**config.mk**
```make
export PLATFORM = sky130hd
export DESIGN_NAME = time_window_schedule_matcher
export DESIGN_NICKNAME = d
export VERILOG_FILES = /design/src/hw/rtl/twsm_pkg.sv /design/src/hw/rtl/time_window_schedule_matcher.sv /design/src/hw/rtl/twsm_parser.sv
export SDC_FILE = /design/constraint.sdc
export NUM_CORES = 1
export LEC_CHECK = 0
export BUFFER_PORTS_ARGS = -buffer_cell sky130_fd_sc_hd__clkbuf_2
export CAP_MARGIN = 20
export CELL_PAD_IN_SITES_DETAIL_PLACEMENT = 0
export CELL_PAD_IN_SITES_GLOBAL_PLACEMENT = 1
export CORE_AREA = 2 2 351 353
export DETAILED_ROUTE_END_ITERATION = 16
export DIE_AREA = 0 0 353 355
export PLACE_DENSITY = 0.6
export SYNTH_ARGS = -nofsm -noshare
export SYNTH_HDL_FRONTEND = slang
export SYNTH_HIERARCHICAL = 1
export SYNTH_SLANG_ARGS = --single-unit
```
**constraint.sdc**
```tcl
create_clock -name clk_i -period 12.55 [get_ports clk_i]
set_clock_uncertainty 0.05 [all_clocks]
set_input_delay 0.6275 -clock clk_i [delete_from_list [all_inputs] [get_ports clk_i]]
set_output_delay 0.6275 -clock clk_i [all_outputs]
set_load 0.005 [all_outputs]
```
**src/hw/rtl/twsm_pkg.sv**
```systemverilog
`timescale 1ns / 1ps
package twsm_pkg;
  typedef enum logic [1:0] {
    OP_CHAR  = 2'd0,
    OP_QUERY = 2'd1,
    OP_CLEAR = 2'd2,
    OP_NONE  = 2'd3
  } op_e;

  localparam logic [3:0] ST_OK        = 4'd0;
  localparam logic [3:0] ST_ILLEGAL   = 4'd1;
  localparam logic [3:0] ST_START_ND  = 4'd2;
  localparam logic [3:0] ST_START_HR  = 4'd3;
  localparam logic [3:0] ST_NO_DASH   = 4'd6;
  localparam logic [3:0] ST_STOP_ND   = 4'd7;
  localparam logic [3:0] ST_STOP_HR   = 4'd8;
  localparam logic [3:0] ST_DANGLING  = 4'd11;
  localparam logic [3:0] ST_FULL      = 4'd12;

  localparam logic [7:0] CH_COLON = 8'h3a;
  localparam logic [7:0] CH_MINUS = 8'h2d;
  localparam logic [7:0] CH_ZERO  = 8'h30;
  localparam logic [7:0] CH_NINE  = 8'h39;
  localparam logic [7:0] CH_END   = 8'h00;

  localparam int unsigned SecW = 17;

  // window table depth; window_count is 5 bits wide
  localparam int unsigned MaxWindows = 16;

  // parser state carried between characters
  typedef struct packed {
    logic [3:0]      phase;
    logic [6:0]      acc;
    logic            neg;
    logic [SecW-1:0] start_sec;
    logic [SecW-1:0] stop_sec;
    logic            illegal;
    logic [3:0]      err;
  } parse_t;
endpackage

```
**src/hw/rtl/time_window_schedule_matcher.sv**
```systemverilog
`timescale 1ns / 1ps
// Channel | Direction | Fields
// in      | input     | op, spec_char, last_char, query_hour/minute/second
// out     | output    | status, matched, window_count
// The last spec character writes the window memory if it parses cleanly and
// the table is not full. A match query reads the window memory one entry per
// cycle through a read register and a compare stage. Clear zeroes the count.
// rst_ni clears the count and parser; window contents need no clearing.
// The input stalls while a query runs or a result waits in the output register.
module time_window_schedule_matcher (
  input  logic       clk_i,
  input  logic       rst_ni,
  input  logic       in_valid_i,
  output logic       in_stall_o,
  input  logic [1:0] op_i,
  input  logic [7:0] spec_char_i,
  input  logic       last_char_i,
  input  logic [4:0] query_hour_i,
  input  logic [5:0] query_minute_i,
  input  logic [5:0] query_second_i,
  output logic       out_valid_o,
  input  logic       out_stall_i,
  output logic [3:0] status_o,
  output logic       matched_o,
  output logic [4:0] window_count_o
);
  import twsm_pkg::*;

  localparam int unsigned IdxW = (MaxWindows > 1) ? $clog2(MaxWindows) : 1;
  localparam int unsigned CntW = $clog2(MaxWindows + 1);

  typedef enum logic [1:0] {S_IDLE = 2'b01, S_SCAN = 2'b10} state_e;

  logic [2*SecW-1:0] win_mem [MaxWindows];
  logic [2*SecW-1:0] rd_q;

  state_e state_q, state_d;
  parse_t par_q, par_nxt;
  logic [CntW-1:0] cnt_q;
  logic [CntW-1:0] idx_q;
  logic rd_vld_q;
  logic [SecW-1:0] tgt_q;
  logic hit_q;
  logic out_vld_q;
  logic [3:0] st_q;
  logic mt_q;

  logic acc;
  op_e op;
  assign op = op_e'(op_i);
  assign in_stall_o = out_vld_q || (state_q != S_IDLE);
  assign acc = in_valid_i && !in_stall_o;

  twsm_parser u_parser (.cur_i(par_q), .char_i(spec_char_i), .last_i(last_char_i),
                        .nxt_o(par_nxt));

  logic store;
  logic [3:0] fin_st;
  always_comb begin
    store = 1'b0;
    if (par_nxt.illegal) fin_st = ST_ILLEGAL;
    else if (par_nxt.err != ST_OK) fin_st = par_nxt.err;
    else if (cnt_q >= CntW'(MaxWindows)) fin_st = ST_FULL;
    else begin
      fin_st = ST_OK;
      store = 1'b1;
    end
  end

  logic wr_en;
  assign wr_en = acc && op == OP_CHAR && last_char_i && store;

  always_ff @(posedge clk_i) begin
    if (wr_en) win_mem[cnt_q[IdxW-1:0]] <= {par_nxt.start_sec, par_nxt.stop_sec};
    rd_q <= win_mem[idx_q[IdxW-1:0]];
  end

  logic [SecW-1:0] s, e;
  logic hit;
  assign s = rd_q[2*SecW-1:SecW];
  assign e = rd_q[SecW-1:0];
  always_comb begin
    if (s == e) hit = 1'b0;
    else if (e > s) hit = tgt_q >= s && tgt_q < e;
    else hit = tgt_q >= s || tgt_q < e;
  end

  logic [SecW-1:0] tgt;
  assign tgt = SecW'(query_hour_i) * SecW'(3600) + SecW'(query_minute_i) * SecW'(60)
             + SecW'(query_second_i);

  always_comb begin
    state_d = state_q;
    unique case (state_q)
      S_IDLE: if (acc && op == OP_QUERY && cnt_q != '0) state_d = S_SCAN;
      S_SCAN: if (!rd_vld_q && idx_q == cnt_q) state_d = S_IDLE;
      default: state_d = S_IDLE;
    endcase
  end

  always_ff @(posedge clk_i or negedge rst_ni) begin
    if (!rst_ni) begin
      state_q   <= S_IDLE;
      par_q     <= '0;
      cnt_q     <= '0;
      idx_q     <= '0;
      rd_vld_q  <= 1'b0;
      hit_q     <= 1'b0;
      out_vld_q <= 1'b0;
    end else begin
      state_q <= state_d;
      if (out_vld_q && !out_stall_i) out_vld_q <= 1'b0;
      rd_vld_q <= (state_q == S_SCAN) && (idx_q != cnt_q);
      if (acc) begin
        unique case (op)
          OP_CHAR: begin
            if (last_char_i) begin
              par_q <= '0;
              out_vld_q <= 1'b1;
              if (store) cnt_q <= cnt_q + CntW'(1);
            end else par_q <= par_nxt;
          end
          OP_QUERY: begin
            hit_q <= 1'b0;
            idx_q <= '0;
            if (cnt_q == '0) out_vld_q <= 1'b1;
          end
          OP_CLEAR: begin
            cnt_q <= '0;
            out_vld_q <= 1'b1;
          end
          default: ;
        endcase
      end
      if (state_q == S_SCAN) begin
        if (idx_q != cnt_q) idx_q <= idx_q + CntW'(1);
        if (rd_vld_q && hit) hit_q <= 1'b1;
        if (state_d == S_IDLE) out_vld_q <= 1'b1;
      end
    end
  end

  always_ff @(posedge clk_i) begin
    if (acc) begin
      tgt_q <= tgt;
      st_q  <= (op == OP_CHAR) ? fin_st : ST_OK;
      mt_q  <= 1'b0;
    end
    if (state_q == S_SCAN && state_d == S_IDLE) mt_q <= hit_q;
  end

  assign out_valid_o    = out_vld_q;
  assign status_o       = st_q;
  assign matched_o      = mt_q;
  assign window_count_o = 5'(cnt_q);
endmodule

```
**src/hw/rtl/twsm_parser.sv**
```systemverilog
`timescale 1ns / 1ps
// Combinational next state of the spec parser for one character.
module twsm_parser (
  input  twsm_pkg::parse_t cur_i,
  input  logic [7:0]       char_i,
  input  logic             last_i,
  output twsm_pkg::parse_t nxt_o
);
  import twsm_pkg::*;

  function automatic logic is_dig(logic [7:0] c);
    return c >= CH_ZERO && c <= CH_NINE;
  endfunction

  function automatic parse_t set_err(parse_t p, logic [3:0] e);
    parse_t r;
    r = p;
    if (r.err == ST_OK) r.err = e;
    return r;
  endfunction

  function automatic parse_t close_field(parse_t p, logic [7:0] term);
    parse_t r;
    logic part;
    logic [2:0] sub;
    logic [1:0] f;
    logic [6:0] lim;
    logic [SecW-1:0] add;
    r = p;
    part = p.phase[3];
    sub = p.phase[2:0];
    f = (sub <= 3'd1) ? 2'd0 : ((sub <= 3'd4) ? 2'd1 : 2'd2);
    lim = (f == 2'd0) ? 7'd23 : 7'd59;
    unique case (f)
      2'd0:    add = SecW'(p.acc) * SecW'(3600);
      2'd1:    add = SecW'(p.acc) * SecW'(60);
      default: add = SecW'(p.acc);
    endcase
    if ((p.neg && p.acc != 7'd0) || p.acc > lim) begin
      r = set_err(r, (part ? ST_STOP_HR : ST_START_HR) + 4'(f));
    end else begin
      if (part) r.stop_sec = p.stop_sec + add;
      else r.start_sec = p.start_sec + add;
      r.acc = '0;
      r.neg = 1'b0;
      if (term == CH_COLON && f < 2'd2) begin
        r.phase = {part, (f == 2'd0) ? 3'd2 : 3'd5};
      end else if (term == CH_MINUS && !part) begin
        r.phase = 4'd8;
      end else if (!(term == CH_END && part)) begin
        r = set_err(r, part ? ST_DANGLING : ST_NO_DASH);
      end
    end
    return r;
  endfunction

  function automatic parse_t feed(parse_t p, logic [7:0] c);
    parse_t r;
    logic [6:0] d;
    logic [10:0] v;
    r = p;
    d = 7'(c - CH_ZERO);
    v = 11'(p.acc) * 11'd10 + 11'(d);
    if (p.err == ST_OK) begin
      unique case (p.phase[2:0])
        3'd0: begin
          if (is_dig(c)) begin
            r.acc = d; r.neg = 1'b0; r.phase[0] = 1'b1;
          end else r = set_err(r, p.phase[3] ? ST_STOP_ND : ST_START_ND);
        end
        3'd1, 3'd4, 3'd7: begin
          if (is_dig(c)) r.acc = (v > 11'd127) ? 7'd127 : v[6:0];
          else r = close_field(p, c);
        end
        3'd2, 3'd5: begin
          r.acc = '0; r.neg = 1'b0;
          if (is_dig(c)) begin
            r.acc = d; r.phase = p.phase + 4'd2;
          end else if (c == CH_MINUS) r.phase = p.phase + 4'd1;
          else r = close_field(r, c);
        end
        default: begin
          if (is_dig(c)) begin
            r.acc = d; r.neg = 1'b1; r.phase = p.phase + 4'd1;
          end else begin
            r.acc = '0; r.neg = 1'b0;
            r = set_err(close_field(r, CH_MINUS), ST_STOP_ND);
          end
        end
      endcase
    end
    return r;
  endfunction

  function automatic parse_t finish(parse_t p);
    parse_t r;
    r = p;
    if (p.err == ST_OK) begin
      unique case (p.phase[2:0])
        3'd0: r = set_err(r, p.phase[3] ? ST_STOP_ND : ST_START_ND);
        3'd1, 3'd4, 3'd7: r = close_field(r, CH_END);
        3'd2, 3'd5: begin
          r.acc = '0; r.neg = 1'b0; r = close_field(r, CH_END);
        end
        default: begin
          r.acc = '0; r.neg = 1'b0;
          r = set_err(close_field(r, CH_MINUS), ST_STOP_ND);
        end
      endcase
    end
    return r;
  endfunction

  parse_t fed;
  always_comb begin
    if (cur_i.phase == 4'd0 && cur_i.err == ST_OK && !cur_i.illegal) fed = feed(cur_i, char_i);
    else if (char_i != CH_COLON && char_i != CH_MINUS && !is_dig(char_i)) begin
      fed = cur_i;
      fed.illegal = 1'b1;
    end else fed = feed(cur_i, char_i);
    nxt_o = last_i ? finish(fed) : fed;
  end
endmodule

```
======== Word level (Yosys, flattened, before mapping) ========
Memory sizes are Yosys's and may differ from the RTL's. A register that Yosys moved wholly into a read port is not among the register bits.
Index checks and enable logic that the tools add are counted.
word-level totals
  output and inout port bits .............. 12
  memory bits (writable) .................. 544
  bits of input ports ..................... 32
  memories ................................ 1
  flip-flop bits (word level) ............. 88
memories
  name     words  width  rd ports  clocked after memory_dff  write ports  RTL line                            RTL
  win_mem  16     34     1         1                         1            time_window_schedule_matcher.sv:34  logic [2*SecW-1:0] win_mem [MaxWindows];
cells by class
  $mul .................................... 7
  mux-type cells .......................... 197
  reductions and logical operators ........ 60
  $lt $le $gt $ge ......................... 16
  equality and inequality tests ........... 27
  add/sub/neg operators ................... 28
  bitwise operators ....................... 1
operators by type and width
  operator                                                              count
  51-bit 2-to-1 mux                                                     29
  17-bit 2-to-1 mux                                                     69
  51-bit one-hot mux with 3 select lines                                3
  17-bit adder                                                          18
  40-bit 2-to-1 mux                                                     4
  4-bit 2-to-1 mux                                                      36
  47-bit 2-to-1 mux                                                     2
  39-bit 2-to-1 mux                                                     2
  17-bit one-hot mux with 2 select lines                                2
  5-bit 2-to-1 mux                                                      6
  7-bit by 8-bit multiplier with 13-bit output (second input constant)  2
  4-bit zero test                                                       6
  12-bit 2-to-1 mux                                                     2
  1-bit logical AND                                                     22
  7-bit by 4-bit multiplier with 11-bit output (second input constant)  2
  11-bit 2-to-1 mux                                                     2
  7-bit 2-to-1 mux                                                      3
  1-bit 2-to-1 mux                                                      20
  3-bit == test (second input constant)                                 6
  17-bit by 12-bit adder with 17-bit output                             1
  17-bit by 6-bit adder with 17-bit output                              1
  17-bit == test                                                        1
  17-bit >= comparator                                                  1
  17-bit greater-than comparator                                        1
  other kinds (52)                                                      95

======== Longest topological paths before layout ========
  depth after elaboration ................. 43
  mapped depth ............................ 37
  mapped depth without buffers ............ 37

======== Hierarchy ========
The synthesis kept the hierarchy.
modules (own cells, without submodules)
  module                        area each (µm²)  cells each  times used
  time_window_schedule_matcher  27,690.3         1,512       1
  twsm_parser                   8,555.7          1,154       1

======== Least setup slack after synthesis ========
OpenSTA, ideal clock, no wires.
  path type ............................... register to register
  from .................................... register par_q[43] (netlist bit)
  to ...................................... memory win_mem[0][0] (netlist bit) (enable)
  setup slack ............................. 3.854 ns
  required time ........................... 12.032 ns
  period minus slack after synthesis ...... 8.696 ns
  cell stages (with the launch flop) ...... 25
  data arrival time ....................... 8.178 ns
  buffers on the path ..................... 0
  cell sequence ........................... dfrtp_1 -> ha_1 -> ha_1 -> fa_1 -> xor2_1 -> ha_1 -> nand2_1 -> or4_1 -> mux2i_1 -> nand3_1 -> o21ai_0 -> nand3_1 -> o21ai_0 -> inv_1 -> ha_1 -> a21o_1 -> a311o_1 -> nand2_1 -> a21oi_1 -> or3_1 -> nor3_1 -> nand4b_1 -> nor2_1 -> nand2_1 -> nor3_1
RTL lines
  what                    RTL line                             RTL
  start, declared         time_window_schedule_matcher.sv:38   parse_t par_q, par_nxt;
  start signal, assigned  time_window_schedule_matcher.sv:121  end else par_q <= par_nxt;
  end, declared           time_window_schedule_matcher.sv:34

==> summary.md <==
| Metric | Value |
|---|---|
| CTS buffer count | `72` |
| Util after Layout | `0.3395` |
| Worst setup margin | `between 2 and 3 ns` |
| Netlist cell types | `94` |
| Cell with the most instances after synthesis | `edfxtp_1` |
| Fin nets | `3139` |
| Die Y | `355 µm` |
| Max cap viols | `0` |
| Largest net degree at the start of global routing | `103` |
| Hold Path Sink | `tgt_q[1]$_DFFE_PP_` |
| Initial Utilization | `0.2986` |
| Critical Path Max Stage Delay | `0.85 ns` |
| CP max stage cell | `xor2_1` |
| Relative slew margins | `0.2520` |
| Drt first pass iters | `5` |
| Chip width | `between 300 and 400 µm` |
| Crit-path most repeated cell | `a21oi_1` |
| Synth Flop Type | `edfxtp_1` |
| Share of the synthesized area in the top cell type | `0.4689` |
| Final HPWL DP | `65.73 mm` |
| CTS tree | `done` |
| DRT iter0 DRCs | `1660` |
| Maximum vdd drop | `0.0001051 V` |
| CTS H-tree depth | `3` |
| Final period util | `0.7827` |
| Synth top cells by count | `edfxtp_1, ha_1, inv_1` |
| Hold path depth | `1` |
| Sequential share of the synthesized area | `0.5333` |
| Status | `finished clean` |
| Clock Path Buffers | `3` |
| FF-to-FF path depth | `29` |
| Clock-pin transition on the worst setup and hold timing paths | `0.06 ns` |
| Yosys Warn Count | `6` |
| Mapped Area | `0.03625 mm²` |
| Top-level I/O count | `44` |
| CP Capture Type | `flop` |
| DR DRC count | `0` |
| Pwr/cell area | `between 200 and 250 mW/mm²` |
| RR Startpoint | `par_q[49]$_DFFE_PN0P_` |
| First-pass GRT wire length | `148.5 mm` |
| Antenna violations before repair | `2` |
| HP Start | `query_second_i[1]` |
| Area grow syn2layout | `13.71%` |
| Via Count | `roughly 22000` |
| Yosys top cell by area | `edfxtp_1` |
| Required time of the critical path | `roughly 13 ns` |
| Hold Crit Class | `input port to flop` |
| Hold_ws | `between 0.1 and 0.15 ns` |
| Via density | `5.039` |
| CTS sink cnt | `666` |
| Port bufs | `43` |
| Final hold vios | `0` |
| FFs w/ async S/R, synth | `0.09910` |
| Root Driver | `clkbuf_16` |
| Leakage | `15.65 nW` |
| Synth area leaders | `edfxtp_1, mux4_2, ha_1` |
| # rows | `128` |
| Dpl ws | `2.719 ns` |
| Synthesized flop and latch total | `666` |
| DR WL/cell | `22.24 µm` |
| Endpoints failing setup | `0` |
| Gr usage total | `0.1572` |
| Antenna-violating nets left | `0` |
| Routed wire length | `99.05 mm` |
| FF-to-FF setup slack | `2.73 ns` |
| Worst Setup Path Type | `flop to flop` |
| RSZ-0062 raised after global routing | `no` |
| Crit-path max FO | `17` |
| Vias in the first global route | `23200` |
| Post-synth EDFFs | `566` |
| Layout cells sized above 1 | `0.1574` |
| Synthesized Nets | `slightly above 3000` |
| Worst-Skew Late Latency | `0.65 ns` |
| Placer Congestion | `approximately 0.86` |
| FF-to-FF End | `win_mem[7][33]$_DFFE_PP_` |
| FMAX | `0.1018 GHz` |
| Setup TNS | `0 ns` |
| Post-CTS setup buffer count | `0` |
| Nature of the critical path startpoint | `flop` |
| Gr ovfl total | `0` |
| Slew @ Worst Pin | `between 1 and 1.5 ns` |
| Worst Path Arrival | `between 10 and 15 ns` |
| Synth Area per Inst | `roughly 14 µm²` |
| Cells after synthesis | `approximately 2700` |
| Final max-slew violation count | `0` |
| Core Region | `around 0.12 mm²` |
| Fin crit period | `9.823 ns` |
| Die ar. | `0.1253 mm²` |
-- state kept, by name (all words and copies together), names as in the netlist --
| signal | count |
|---|---|
| tgt_q | 17 |
| out_valid_o | 1 |
| par_q | 51 |
| idx_q | 5 |
| state_q | 2 |
| hit_q | 1 |
| status_o | 4 |
| matched_o | 1 |
| rd_vld_q | 1 |
| window_count_o | 5 |
| win_mem | 544 |
| rd_q | 34 |
-- cells by family (layout without fill, tap and decap cells) --
kind of cell,count (synthesis),in the layout,synth area share
DFF,666,666,0.5333
AOI/OAI and AO/OA,546,546,0.09486
and+or+nand+nor,534,534,0.07225
adders and majority gates,340,340,0.1277
buffers and inverters,265,426,0.03020
muxes,185,185,0.1100
xor gates and xnor gates,130,130,0.03162
other,0,1,0
-- worst max-delay path, delay by kind of cell, from the launching register on --
kind,cells,cell delay (ns)
simple gates,4,0.76
flops,1,0.58
mux,1,0.19
buf+inv,4,1.22
fa+ha+maj,6,2.82
xor+xnor,2,0.98
compound gates,12,2.84
-- metrics by stage --
| stage | cell area (µm²) | std cells | total power, mW |
|---|---|---|---|
| after detailed placement | 38700 | 4312 | 6.418 |
| final | 41220 | 4453 | 8.552 |
| after global routing | 41210 | 4452 | 9.086 |
| after floorplan | 36250 | 2666 | 5.353 |
| after global placement | 38690 | 4311 | 6.414 |
| after CTS | 41180 | 4447 | 8.621 |
-- routing by layer --
metal  vias to the layer above  GRT usage  share of wire
met5                         -          0        0.00013
met4                         2    0.04834          0.028
met3                       140    0.02815          0.051
met2                       538     0.2553           0.47
met1                     11420     0.2141           0.45
li1                      10330          -              -
-- where the power goes --
part	internal, mW	switching [mW]	total (mW)
Clock	1.24	0.932	2.18
Sequential	2.86	0.250	3.11
Combinational	1.30	1.96	3.27
Total	5.41	3.14	8.55
-- layout by cell type (no fill, tap or decap), types with 7 or more instances in the layout --
cell type / Yosys / final
edfxtp_1: 566 / 566
ha_1: 290 / 290
inv_1: 176 / 176
a21oi_1: 174 / 172
mux4_2: 170 / 170
nand2_1: 156 / 156
o21ai_0: 144 / 144
nor2_1: 139 / 127
xnor2_1: 74 / 74
clkbuf_16: 0 / 72
buf_4: 5 / 69
nand2b_1: 67 / 67
dfrtp_1: 65 / 61
xor2_1: 55 / 55
fa_1: 50 / 50
a21o_1: 49 / 49
nand3_1: 48 / 48
clkbuf_2: 0 / 42
dfxtp_1: 34 / 34
o21bai_1: 21 / 21
nor3_1: 25 / 20
nand4_1: 20 / 20
a22o_1: 19 / 19
a31oi_1: 16 / 16
clkinv_1: 3 / 16
nor2b_1: 15 / 15
clkbuf_1: 45 / 15
a211oi_1: 14 / 14
o21a_1: 14 / 14
nor2_4: 0 / 12
o31ai_1: 12 / 12
o211ai_1: 9 / 9
clkinv_2: 0 / 9
nor4_1: 9 / 8
and4_1: 8 / 8
mux2_2: 8 / 8
and2_1: 7 / 7
o21ai_1: 7 / 7
mux2i_1: 7 / 7
-- cell type report --
type	instances	area (µm²)
antenna	1	2.502
tap	1625	2033
clock buffer	93	1941
fill	11950	80180
multi-input combinational	1735	15960
inverter	180	678.2
sequential	666	19340
clock inverter	41	524.3
timing repair buffer	112	738.2
-- what timing repair did --
| action | 4_1_cts | 5_1_grt |
|---|---|---|
| hold endpoints to repair | 24 | 0 |
| gates resized for setup | 0 | 0 |
| hold buffers | 1 | 0 |
-- how the worst max path moves through the flow --
stage,startpoint,endpoint
after CTS,par_q[49]$_DFFE_PN0P_,win_mem[13][16]$_DFFE_PP_
after global placement,par_q[49]$_DFFE_PN0P_,par_q[21]$_DFFE_PN0P_
after floorplan,par_q[43]$_DFFE_PN0P_,win_mem[0][0]$_DFFE_PP_
after global routing,par_q[49]$_DFFE_PN0P_,par_q[38]$_DFFE_PN0P_
final,par_q[49]$_DFFE_PN0P_,win_mem[7][33]$_DFFE_PP_
after detailed placement,par_q[49]$_DFFE_PN0P_,win_mem[1][16]$_DFFE_PP_
Note: power is estimated with default switching activity, not from simulation.
